`src/rtl/gab_pkg.sv`:
```
// Shared types, constants and helper functions for the glyph alpha blitter.
// Used by every module under rtl/; depends on nothing else.
`default_nettype none

package gab_pkg;

    localparam int GLYPH_SIDE_MAX_DEF = 64;
    localparam int FB_SIDE_MAX        = 2048;

    localparam int COLOR_W  = 16;
    localparam int FBDIM_W  = 12;
    localparam int GDIM_W   = 7;
    localparam int COORD_W  = 12;
    localparam int ALPHA_W  = 4;
    localparam int ADDR_W   = 22;
    localparam int REGIDX_W = 3;
    localparam int CFGDAT_W = 16;

    localparam int QUEUE_DEPTH = 2;

    localparam logic [ALPHA_W-1:0] ALPHA_FULL = 4'hF;

    // Division by 15 of a blend sum below 1024: multiply by a scaled reciprocal.
    localparam int DIV15_RECIP = 2185;
    localparam int DIV15_SHIFT = 15;

    localparam int SUM_W = 10;

    typedef enum logic [REGIDX_W-1:0] {
        REG_TEXT_COLOR   = 3'd0,
        REG_FB_WIDTH     = 3'd1,
        REG_FB_HEIGHT    = 3'd2,
        REG_GLYPH_WIDTH  = 3'd3,
        REG_GLYPH_HEIGHT = 3'd4,
        REG_ORIGIN_X     = 3'd5,
        REG_ORIGIN_Y     = 3'd6
    } t_reg_idx;

    typedef struct packed {
        logic [COLOR_W-1:0]        text_color;
        logic [FBDIM_W-1:0]        fb_width;
        logic [FBDIM_W-1:0]        fb_height;
        logic [GDIM_W-1:0]         glyph_width;
        logic [GDIM_W-1:0]         glyph_height;
        logic signed [COORD_W-1:0] origin_x;
        logic signed [COORD_W-1:0] origin_y;
    } t_cfg;

    // One classified pixel on its way from the front end to the blend pipeline.
    typedef struct packed {
        logic                we;
        logic                last;
        logic [ALPHA_W-1:0]  alpha;
        logic [COORD_W-1:0]  xx;
        logic [COORD_W-1:0]  yy;
        logic [COLOR_W-1:0]  dest;
    } t_item;

    function automatic logic [COLOR_W-1:0] swap16(input logic [COLOR_W-1:0] v);
        return {v[7:0], v[15:8]};
    endfunction

    function automatic logic [FBDIM_W-1:0] clamp_fb(input logic [FBDIM_W-1:0] v);
        logic [FBDIM_W+1:0] lim;
        lim = (FBDIM_W+2)'(FB_SIDE_MAX);
        if ((FBDIM_W+2)'(v) > lim) begin
            return lim[FBDIM_W-1:0];
        end
        return v;
    endfunction

    function automatic logic [SUM_W-1:0] mix_sum(input logic [5:0] s, input logic [5:0] d,
                                                 input logic [ALPHA_W-1:0] a);
        logic [ALPHA_W-1:0] na;
        na = ALPHA_FULL - a;
        return SUM_W'(SUM_W'(s) * SUM_W'(a)) + SUM_W'(SUM_W'(d) * SUM_W'(na));
    endfunction

    function automatic logic [5:0] div15(input logic [SUM_W-1:0] x);
        logic [21:0] p;
        p = 22'(x) * 22'(DIV15_RECIP);
        return p[DIV15_SHIFT+5:DIV15_SHIFT];
    endfunction

endpackage

`default_nettype wire

```
`src/rtl/gab_front.sv`:
```
// Front end: accepts glyph pixels, tracks row, column and nibble parity,
// picks the alpha and clips the target position. Depends on gab_pkg.
`default_nettype none

module gab_front import gab_pkg::*; #(
    parameter int GLYPH_SIDE_MAX = GLYPH_SIDE_MAX_DEF
) (
    input  wire logic               i_clk,
    input  wire logic               i_rst_n,
    input  wire t_cfg               i_cfg,
    input  wire logic               i_valid,
    output logic                    o_ready,
    input  wire logic [7:0]         i_glyph_byte,
    input  wire logic [COLOR_W-1:0] i_dest_pixel,
    output logic                    o_push_valid,
    input  wire logic               i_push_ready,
    output t_item                   o_item
);

    localparam int CNT_W = $clog2(GLYPH_SIDE_MAX);
    localparam int CMP_W = ((CNT_W > GDIM_W) ? CNT_W : GDIM_W) + 1;
    localparam int XW    = (((CNT_W + 1) > COORD_W) ? (CNT_W + 1) : COORD_W) + 1;

    logic [CNT_W-1:0] r_col, n_col;
    logic [CNT_W-1:0] r_row, n_row;
    logic             r_parity, n_parity;

    logic [CMP_W-1:0]     gw, gh;
    logic                 end_row, end_cell, accept, in_frame;
    logic [ALPHA_W-1:0]   alpha;
    logic signed [XW-1:0] xx, yy;
    logic [FBDIM_W-1:0]   fw, fh;

    function automatic logic [CMP_W-1:0] clamp_glyph(input logic [GDIM_W-1:0] v);
        if (v == '0) begin
            return CMP_W'(1);
        end
        if (CMP_W'(v) > CMP_W'(GLYPH_SIDE_MAX)) begin
            return CMP_W'(GLYPH_SIDE_MAX);
        end
        return CMP_W'(v);
    endfunction

    assign o_ready      = i_push_ready;
    assign o_push_valid = i_valid;
    assign accept       = i_valid && i_push_ready;

    always_comb begin
        gw       = clamp_glyph(i_cfg.glyph_width);
        gh       = clamp_glyph(i_cfg.glyph_height);
        fw       = clamp_fb(i_cfg.fb_width);
        fh       = clamp_fb(i_cfg.fb_height);
        end_row  = (CMP_W'(r_col) + CMP_W'(1)) >= gw;
        end_cell = end_row && ((CMP_W'(r_row) + CMP_W'(1)) >= gh);
        alpha    = r_parity ? i_glyph_byte[3:0] : i_glyph_byte[7:4];
        xx       = XW'(i_cfg.origin_x) + signed'(XW'(r_col));
        yy       = XW'(i_cfg.origin_y) + signed'(XW'(r_row));
        in_frame = !xx[XW-1] && !yy[XW-1]
                   && (xx[XW-2:0] < (XW-1)'(fw)) && (yy[XW-2:0] < (XW-1)'(fh));

        o_item.we    = in_frame && (alpha != '0);
        o_item.last  = end_cell;
        o_item.alpha = alpha;
        o_item.xx    = xx[COORD_W-1:0];
        o_item.yy    = yy[COORD_W-1:0];
        o_item.dest  = i_dest_pixel;
    end

    always_comb begin
        n_col    = r_col;
        n_row    = r_row;
        n_parity = r_parity;
        if (accept) begin
            if (end_cell) begin
                n_col    = '0;
                n_row    = '0;
                n_parity = 1'b0;
            end else begin
                if (end_row) begin
                    n_col = '0;
                    n_row = r_row + CNT_W'(1);
                end else begin
                    n_col = r_col + CNT_W'(1);
                end
                n_parity = !r_parity;
            end
        end
    end

    always_ff @(posedge i_clk) begin
        if (!i_rst_n) begin
            r_col    <= '0;
            r_row    <= '0;
            r_parity <= 1'b0;
        end else begin
            r_col    <= n_col;
            r_row    <= n_row;
            r_parity <= n_parity;
        end
    end

endmodule

`default_nettype wire

```
`src/rtl/gab_queue.sv`:
```
// Short queue that decouples the front end from the blend pipeline.
// Holds classified pixels of type t_item from gab_pkg.
`default_nettype none

module gab_queue import gab_pkg::*; (
    input  wire logic  i_clk,
    input  wire logic  i_rst_n,
    input  wire logic  i_push_valid,
    output logic       o_push_ready,
    input  wire t_item i_push_item,
    output logic       o_pop_valid,
    input  wire logic  i_pop_ready,
    output t_item      o_pop_item
);

    localparam int PTR_W = $clog2(QUEUE_DEPTH);
    localparam int CNT_W = $clog2(QUEUE_DEPTH + 1);

    t_item             r_mem [QUEUE_DEPTH];
    logic [PTR_W-1:0]  r_wptr, n_wptr;
    logic [PTR_W-1:0]  r_rptr, n_rptr;
    logic [CNT_W-1:0]  r_count, n_count;
    logic              push, pop;

    assign o_push_ready = (r_count != CNT_W'(QUEUE_DEPTH));
    assign o_pop_valid  = (r_count != '0);
    assign o_pop_item   = r_mem[r_rptr];
    assign push         = i_push_valid && o_push_ready;
    assign pop          = o_pop_valid && i_pop_ready;

    always_comb begin
        n_wptr  = push ? r_wptr + PTR_W'(1) : r_wptr;
        n_rptr  = pop  ? r_rptr + PTR_W'(1) : r_rptr;
        n_count = r_count + CNT_W'(push) - CNT_W'(pop);
    end

    always_ff @(posedge i_clk) begin
        if (push) begin
            r_mem[r_wptr] <= i_push_item;
        end
    end

    always_ff @(posedge i_clk) begin
        if (!i_rst_n) begin
            r_wptr  <= '0;
            r_rptr  <= '0;
            r_count <= '0;
        end else begin
            r_wptr  <= n_wptr;
            r_rptr  <= n_rptr;
            r_count <= n_count;
        end
    end

endmodule

`default_nettype wire

```
`src/rtl/gab_back.sv`:
```
// Back end: two-stage pipeline that forms the pixel address and the blended
// colour, ending in the output register. Depends on gab_pkg.
`default_nettype none

module gab_back import gab_pkg::*; (
    input  wire logic                i_clk,
    input  wire logic                i_rst_n,
    input  wire t_cfg                i_cfg,
    input  wire logic                i_valid,
    output logic                     o_ready,
    input  wire t_item               i_item,
    output logic                     o_valid,
    input  wire logic                i_ready,
    output logic                     o_we,
    output logic [ADDR_W-1:0]        o_addr,
    output logic [COLOR_W-1:0]       o_value,
    output logic                     o_last
);

    localparam int PROD_W = 2 * COORD_W;

    typedef struct packed {
        logic               we;
        logic               last;
        logic               opaque;
        logic [COLOR_W-1:0] dest;
        logic [COORD_W-1:0] xx;
        logic [PROD_W-1:0]  prod;
        logic [SUM_W-1:0]   sum_r;
        logic [SUM_W-1:0]   sum_g;
        logic [SUM_W-1:0]   sum_b;
    } t_mix;

    logic               r_s1_valid;
    t_mix               r_s1, n_s1;
    logic               s1_adv, out_adv;
    logic [COLOR_W-1:0] s_host, d_host, blend_host, n_value;
    logic [PROD_W-1:0]  n_addr_full;
    logic [5:0]         q_r, q_g, q_b;

    logic                r_out_valid;
    logic                r_out_we;
    logic [ADDR_W-1:0]   r_out_addr;
    logic [COLOR_W-1:0]  r_out_value;
    logic                r_out_last;

    assign out_adv = !r_out_valid || i_ready;
    assign o_ready = !r_s1_valid || out_adv;
    assign s1_adv  = i_valid && o_ready;

    // Stage one: row times width, and the per-channel weighted sums.
    always_comb begin
        s_host       = swap16(i_cfg.text_color);
        d_host       = swap16(i_item.dest);
        n_s1.we      = i_item.we;
        n_s1.last    = i_item.last;
        n_s1.opaque  = (i_item.alpha == ALPHA_FULL);
        n_s1.dest    = i_item.dest;
        n_s1.xx      = i_item.xx;
        n_s1.prod    = PROD_W'(i_item.yy) * PROD_W'(clamp_fb(i_cfg.fb_width));
        n_s1.sum_r   = mix_sum({1'b0, s_host[15:11]}, {1'b0, d_host[15:11]}, i_item.alpha);
        n_s1.sum_g   = mix_sum(s_host[10:5], d_host[10:5], i_item.alpha);
        n_s1.sum_b   = mix_sum({1'b0, s_host[4:0]}, {1'b0, d_host[4:0]}, i_item.alpha);
    end

    // Stage two: divide by 15, add the column, and pick the written value.
    always_comb begin
        q_r         = div15(r_s1.sum_r);
        q_g         = div15(r_s1.sum_g);
        q_b         = div15(r_s1.sum_b);
        blend_host  = {q_r[4:0], q_g, q_b[4:0]};
        n_addr_full = r_s1.prod + PROD_W'(r_s1.xx);
        if (!r_s1.we) begin
            n_value = r_s1.dest;
        end else if (r_s1.opaque) begin
            n_value = i_cfg.text_color;
        end else begin
            n_value = swap16(blend_host);
        end
    end

    always_ff @(posedge i_clk) begin
        if (!i_rst_n) begin
            r_s1_valid  <= 1'b0;
            r_out_valid <= 1'b0;
        end else begin
            if (o_ready) begin
                r_s1_valid <= i_valid;
            end
            if (out_adv) begin
                r_out_valid <= r_s1_valid;
            end
        end
    end

    always_ff @(posedge i_clk) begin
        if (s1_adv) begin
            r_s1 <= n_s1;
        end
        if (out_adv && r_s1_valid) begin
            r_out_we    <= r_s1.we;
            r_out_addr  <= r_s1.we ? n_addr_full[ADDR_W-1:0] : '0;
            r_out_value <= n_value;
            r_out_last  <= r_s1.last;
        end
    end

    assign o_valid = r_out_valid;
    assign o_we    = r_out_we;
    assign o_addr  = r_out_addr;
    assign o_value = r_out_value;
    assign o_last  = r_out_last;

endmodule

`default_nettype wire

```
`src/rtl/glyph_alpha_blit_rgb565.sv`:
```
// Glyph alpha blitter top level: register file, front end, queue, back end.
// Depends on gab_pkg, gab_front, gab_queue and gab_back.
//
// Usage: write the seven registers through i_cfg_we / i_cfg_index / i_cfg_data
// while no pixel is in flight. Then stream one glyph pixel per item on the
// s_axis channel, in raster order over the glyph cell, with the packed glyph
// byte and the current framebuffer pixel at that spot. Each item gives exactly
// one result on m_axis: a write flag in tuser, the framebuffer address and the
// blended big-endian RGB565 value in tdata, and tlast on the final cell pixel.
// Items without a write carry address 0 and the destination pixel unchanged.
// A result passes through the queue register, the stage-one register and the
// output register before it is valid on m_axis.
// Throughput: one item per cycle while m_axis_tready stays high, set by the
// combinational front end and the two-stage blend pipeline behind it.
// Reset restores the register defaults, clears the row, column and nibble
// parity and empties the queue and pipeline. When the receiver stalls, the
// pipeline and the two-entry queue keep taking items until they hold four,
// then s_axis_tready drops until results are taken.
`default_nettype none

module glyph_alpha_blit_rgb565 import gab_pkg::*; #(
    parameter int GLYPH_SIDE_MAX = GLYPH_SIDE_MAX_DEF
) (
    input  wire logic                i_clk,
    input  wire logic                i_rst_n,
    input  wire logic                i_cfg_we,
    input  wire logic [REGIDX_W-1:0] i_cfg_index,
    input  wire logic [CFGDAT_W-1:0] i_cfg_data,
    input  wire logic                s_axis_tvalid,
    output logic                     s_axis_tready,
    // glyph_byte [7:0], dest_pixel [23:8]
    input  wire logic [23:0]         s_axis_tdata,
    output logic                     m_axis_tvalid,
    input  wire logic                m_axis_tready,
    // pixel_address [21:0], pixel_value [37:22], zero fill [39:38]
    output logic [39:0]              m_axis_tdata,
    // write_enable [0]
    output logic                     m_axis_tuser,
    output logic                     m_axis_tlast
);

    t_cfg  r_cfg;
    logic  push_valid, push_ready, pop_valid, pop_ready;
    t_item push_item, pop_item;
    logic  out_we, out_last;
    logic [ADDR_W-1:0]  out_addr;
    logic [COLOR_W-1:0] out_value;

    always_ff @(posedge i_clk) begin
        if (!i_rst_n) begin
            r_cfg.text_color   <= 16'hFFFF;
            r_cfg.fb_width     <= FBDIM_W'(480);
            r_cfg.fb_height    <= FBDIM_W'(480);
            r_cfg.glyph_width  <= GDIM_W'(8);
            r_cfg.glyph_height <= GDIM_W'(16);
            r_cfg.origin_x     <= '0;
            r_cfg.origin_y     <= '0;
        end else if (i_cfg_we) begin
            unique case (t_reg_idx'(i_cfg_index))
                REG_TEXT_COLOR:   r_cfg.text_color   <= i_cfg_data;
                REG_FB_WIDTH:     r_cfg.fb_width     <= i_cfg_data[FBDIM_W-1:0];
                REG_FB_HEIGHT:    r_cfg.fb_height    <= i_cfg_data[FBDIM_W-1:0];
                REG_GLYPH_WIDTH:  r_cfg.glyph_width  <= i_cfg_data[GDIM_W-1:0];
                REG_GLYPH_HEIGHT: r_cfg.glyph_height <= i_cfg_data[GDIM_W-1:0];
                REG_ORIGIN_X:     r_cfg.origin_x     <= signed'(i_cfg_data[COORD_W-1:0]);
                REG_ORIGIN_Y:     r_cfg.origin_y     <= signed'(i_cfg_data[COORD_W-1:0]);
                default: begin
                end
            endcase
        end
    end

    gab_front #(
        .GLYPH_SIDE_MAX (GLYPH_SIDE_MAX)
    ) u_front (
        .i_clk        (i_clk),
        .i_rst_n      (i_rst_n),
        .i_cfg        (r_cfg),
        .i_valid      (s_axis_tvalid),
        .o_ready      (s_axis_tready),
        .i_glyph_byte (s_axis_tdata[7:0]),
        .i_dest_pixel (s_axis_tdata[23:8]),
        .o_push_valid (push_valid),
        .i_push_ready (push_ready),
        .o_item       (push_item)
    );

    gab_queue u_queue (
        .i_clk        (i_clk),
        .i_rst_n      (i_rst_n),
        .i_push_valid (push_valid),
        .o_push_ready (push_ready),
        .i_push_item  (push_item),
        .o_pop_valid  (pop_valid),
        .i_pop_ready  (pop_ready),
        .o_pop_item   (pop_item)
    );

    gab_back u_back (
        .i_clk   (i_clk),
        .i_rst_n (i_rst_n),
        .i_cfg   (r_cfg),
        .i_valid (pop_valid),
        .o_ready (pop_ready),
        .i_item  (pop_item),
        .o_valid (m_axis_tvalid),
        .i_ready (m_axis_tready),
        .o_we    (out_we),
        .o_addr  (out_addr),
        .o_value (out_value),
        .o_last  (out_last)
    );

    assign m_axis_tdata = {2'b00, out_value, out_addr};
    assign m_axis_tuser = out_we;
    assign m_axis_tlast = out_last;

endmodule

`default_nettype wire

```
`config.mk`:
```
export PLATFORM = sky130hd
export DESIGN_NAME = glyph_alpha_blit_rgb565
export DESIGN_NICKNAME = d
export VERILOG_FILES = /design/src/rtl/gab_pkg.sv /design/src/rtl/gab_front.sv /design/src/rtl/gab_queue.sv /design/src/rtl/gab_back.sv /design/src/rtl/glyph_alpha_blit_rgb565.sv
export SDC_FILE = /design/constraint.sdc
export NUM_CORES = 1
export LEC_CHECK = 0
export ABC_AREA = 1
export BUFFER_PORTS_ARGS = -buffer_cell sky130_fd_sc_hd__clkbuf_2
export CAP_MARGIN = 40
export CELL_PAD_IN_SITES_DETAIL_PLACEMENT = 0
export CELL_PAD_IN_SITES_GLOBAL_PLACEMENT = 1
export CORE_MARGIN = 5
export CORE_UTILIZATION = 35
export CTS_BUF_LIST = sky130_fd_sc_hd__clkbuf_2 sky130_fd_sc_hd__clkbuf_4 sky130_fd_sc_hd__clkbuf_8
export DETAILED_ROUTE_END_ITERATION = 8
export PLACE_DENSITY_LB_ADDON = 0.1
export RECOVER_POWER = 100
export SYNTH_ARGS = -nofsm -noshare
export SYNTH_HDL_FRONTEND = slang
export SYNTH_SLANG_ARGS = --single-unit
export TNS_END_PERCENT = 100
```
`constraint.sdc`:
```
create_clock -name i_clk -period 16.1 [get_ports i_clk]
set_input_delay 1.61 -clock i_clk [delete_from_list [all_inputs] [get_ports i_clk]]
set_output_delay 1.61 -clock i_clk [all_outputs]
set_load 0.02 [all_outputs]
```
==> results.sh <==
export IMPL_run_status="finished with violations"
export IMPL_violations="capacitance limit, slew limit"
export IMPL_slew_violations=350
export IMPL_final_nets=3528
export IMPL_cts_setup_buffers=0
export IMPL_finalCritPeriodShare=0.556
export IMPL_drive_above_1_share=0.0581
export IMPL_worstSkewPairLatency_ns=0.65
export IMPL_cap_violations=8
export IMPL_syn_to_final_growth_pct=10.3
export IMPL_gp_congestion=0.843
export IMPL_yosysWarnings=0
export IMPL_cts_resized=0
export IMPL_rsz0062_at_grt="false"
export IMPL_synth_area_um2=25400
export IMPL_postRouteAntennaNets=0
export IMPL_root_buffer="clkbuf_8"
export IMPL_critPathKind="register to register"
export IMPL_cts_hold_buf=0
export IMPL_synth_compound_area_frac=0.0836
export IMPL_fillCellCount=7376
export IMPL_drt_pre_antenna_iters=5
export IMPL_fin_tns_setup_ns=0
export IMPL_synth_seq_cells=313
export IMPL_drc_errors=0
export IMPL_synth_common_cells="inv_1 (517), nand2_1 (515), nor2_1 (335)"
export IMPL_grt_antenna_before_repair=3
export IMPL_tightest_slew_ns=3.44
export IMPL_hpwl_um=54000
export IMPL_grt_pass1_vias=20200
export IMPL_synthCells=2865
export IMPL_die_area_um2=78100
export IMPL_cts_buffer_depth=3
export IMPL_clk_pin_slew_worst_paths_ns=0.06
export IMPL_htree_levels=2
export IMPL_synthAdderAreaFrac=0.305
export IMPL_grt_usage=0.178
export IMPL_vias_per_cell=4.83
export IMPL_rows=98
export IMPL_syn_avg_cell_area_um2=8.87
export IMPL_finalHoldViolations=0
export IMPL_worstPathArrival_ns=9.33
export IMPL_min_period_ns=8.96
export IMPL_routedWlPerCell_um=17.4
export IMPL_drt_wl_total_um=69100
export IMPL_finalSetupViolations=0
export IMPL_numCtsBuffers=58
export IMPL_end_kind="register"
export IMPL_fmax_ghz=0.112
export IMPL_grt_pass1_wl_um=111000
export IMPL_maxSlewHeadroom=-1.29
export IMPL_cts_tree="done"
export IMPL_synthSimpleGateAreaFrac=0.160
export IMPL_ys_top_cells_by_area="edfxtp_1 (25%), fa_1 (16%), ha_1 (15%)"
export IMPL_grt_max_degree=67
export IMPL_crit_fanout=54
export IMPL_start_kind="register"
export IMPL_finalClockSkew_ns=0.0275
export IMPL_synthDistinctLibCells=45
export IMPL_die_h_um=279
export IMPL_ys_seq_area_frac=0.331
export IMPL_synth_most_common_cell="inv_1"
export IMPL_start_util=0.354
export IMPL_synthMuxAreaShare=0.00621
export IMPL_critical_path_required_ns=16.47
export IMPL_placeableCoreArea_um2=71700
export IMPL_overflow=0
export IMPL_synth_xor_area_share=0.0255
export IMPL_synth_main_ff_cell="edfxtp_1"
export IMPL_netlist_area_leader_share=0.254
export IMPL_r2r_slack_ns=7.14
export IMPL_dr_total_vias=19200
export IMPL_ioPinCount=92
export IMPL_cts_sinks=313
export IMPL_fp_dieW_um=279
export IMPL_synthArstFlopShare=0
export IMPL_yosys_area_top_type="edfxtp_1"
export IMPL_synth_edff_count=215
export IMPL_drtIter0Drc=1055
export IMPL_hold_path_class="register to register"
export IMPL_port_buffers=89
export IMPL_synth_top_family_by_area="adder cells"
[placed cells by master (no fill, tap or decap), types with 9 or more instances in the layout]
master,netlist,routed
clkinv_1,2,10
clkbuf_8,0,65
o211ai_1,28,28
nand4_1,26,26
mux2_2,14,10
edfxtp_1,215,215
nor3_1,24,24
inv_1,517,518
nor2_1,335,333
clkbuf_2,0,30
xnor2_1,22,22
o21bai_1,10,10
nand3_1,82,82
a21oi_1,156,155
ha_1,298,298
o21ai_0,125,132
buf_4,5,9
o21ai_2,15,12
xor2_1,52,52
clkbuf_4,0,27
dfxtp_1,98,98
fa_1,201,201
clkbuf_1,28,69
nand2_1,515,517
a21o_1,12,12
[worst max-delay path: stages, from the launching register on]
cell and delay, ns:
dfxtp_1 0.82, clkbuf_1 2.10, o21ai_0 1.14, inv_1 0.37, nor2_1 0.10, fa_1 0.50, fa_1 0.54, fa_1 0.52
fa_1 0.54, inv_1 0.05, fa_1 0.52, inv_1 0.04, ha_1 0.36, nand2_1 0.10, nor2_1 0.20, inv_1 0.05
o21ai_0 0.35, a21oi_1 0.14, xor2_1 0.16
[final timing paths]
path / from / end / cells past startpoint
hold / removal: u_queue.r_rptr$_SDFFE_PN0P_ / u_queue.r_rptr$_SDFFE_PN0P_ / 1
setup / recovery: register / u_back.r_s1[47]$_DFFE_PP_ / 18
setup reg to reg: register / u_back.r_s1[47]$_DFFE_PP_ / 18
hold reg to reg: u_queue.r_rptr$_SDFFE_PN0P_ / u_queue.r_rptr$_SDFFE_PN0P_ / 1
[layout make-up]
type                       count  area (um^2)  share of cell area
antenna                        1         2.50           0.0000893
multi-input combinational   1975        14800               0.528
sequential                   313         8420               0.300
tap                          950         1190              0.0424
clock buffer                  92         1100              0.0392
clock inverter                16         81.3             0.00290
timing repair buffer         108          477              0.0170
inverter                     525         1970              0.0704
[metal layers]
metal,routed length (um),global-route usage,vias to the layer above
met5,0,0,-
met4,1240,0.0384,0
met3,2670,0.0227,81
met2,32900,0.303,361
met1,32300,0.245,9312
li1,-,-,9470
[flip-flops by register name (all words and copies together) (netlist names), named ones only]
name / count
u_back.o_valid: 1
u_queue.r_wptr: 1
u_queue.r_mem: 92
u_front.r_row: 6
u_queue.r_rptr: 1
u_back.o_addr: 22
u_back.r_s1_valid: 1
u_queue.r_count: 2
u_front.r_parity: 1
r_cfg: 78
u_back.o_last: 1
u_back.r_s1: 83
u_front.r_col: 6
u_back.o_value: 16
u_back.o_we: 1
[through the flow]
stage | utilization | instance area, um^2 | setup slack (ns) | cells | hold slack, ns
final | 0.391 | 28000 | 7.14 | 3980 | 0.454
after CTS | 0.393 | 28200 | 9.79 | 3978 | 0.455
after floorplan | - | 25400 | 10.75 | 2869 | 0.400
after global routing | 0.391 | 28000 | 6.24 | 3980 | 0.466
after detailed placement | 0.376 | 27000 | 9.80 | 3870 | 0.439
after global placement | 0.375 | 26900 | 9.99 | 3862 | 0.423
[cells by family after synthesis]
family	count (synthesis)
compound gates	373
xor+xnor	74
fa+ha+maj	499
buf+inv	581
flops	313
mux	14
other cells	1
simple gates	1010
Power is not shown: default switching activity piles up to over one toggle a cycle in this logic, so the estimate is an artifact.
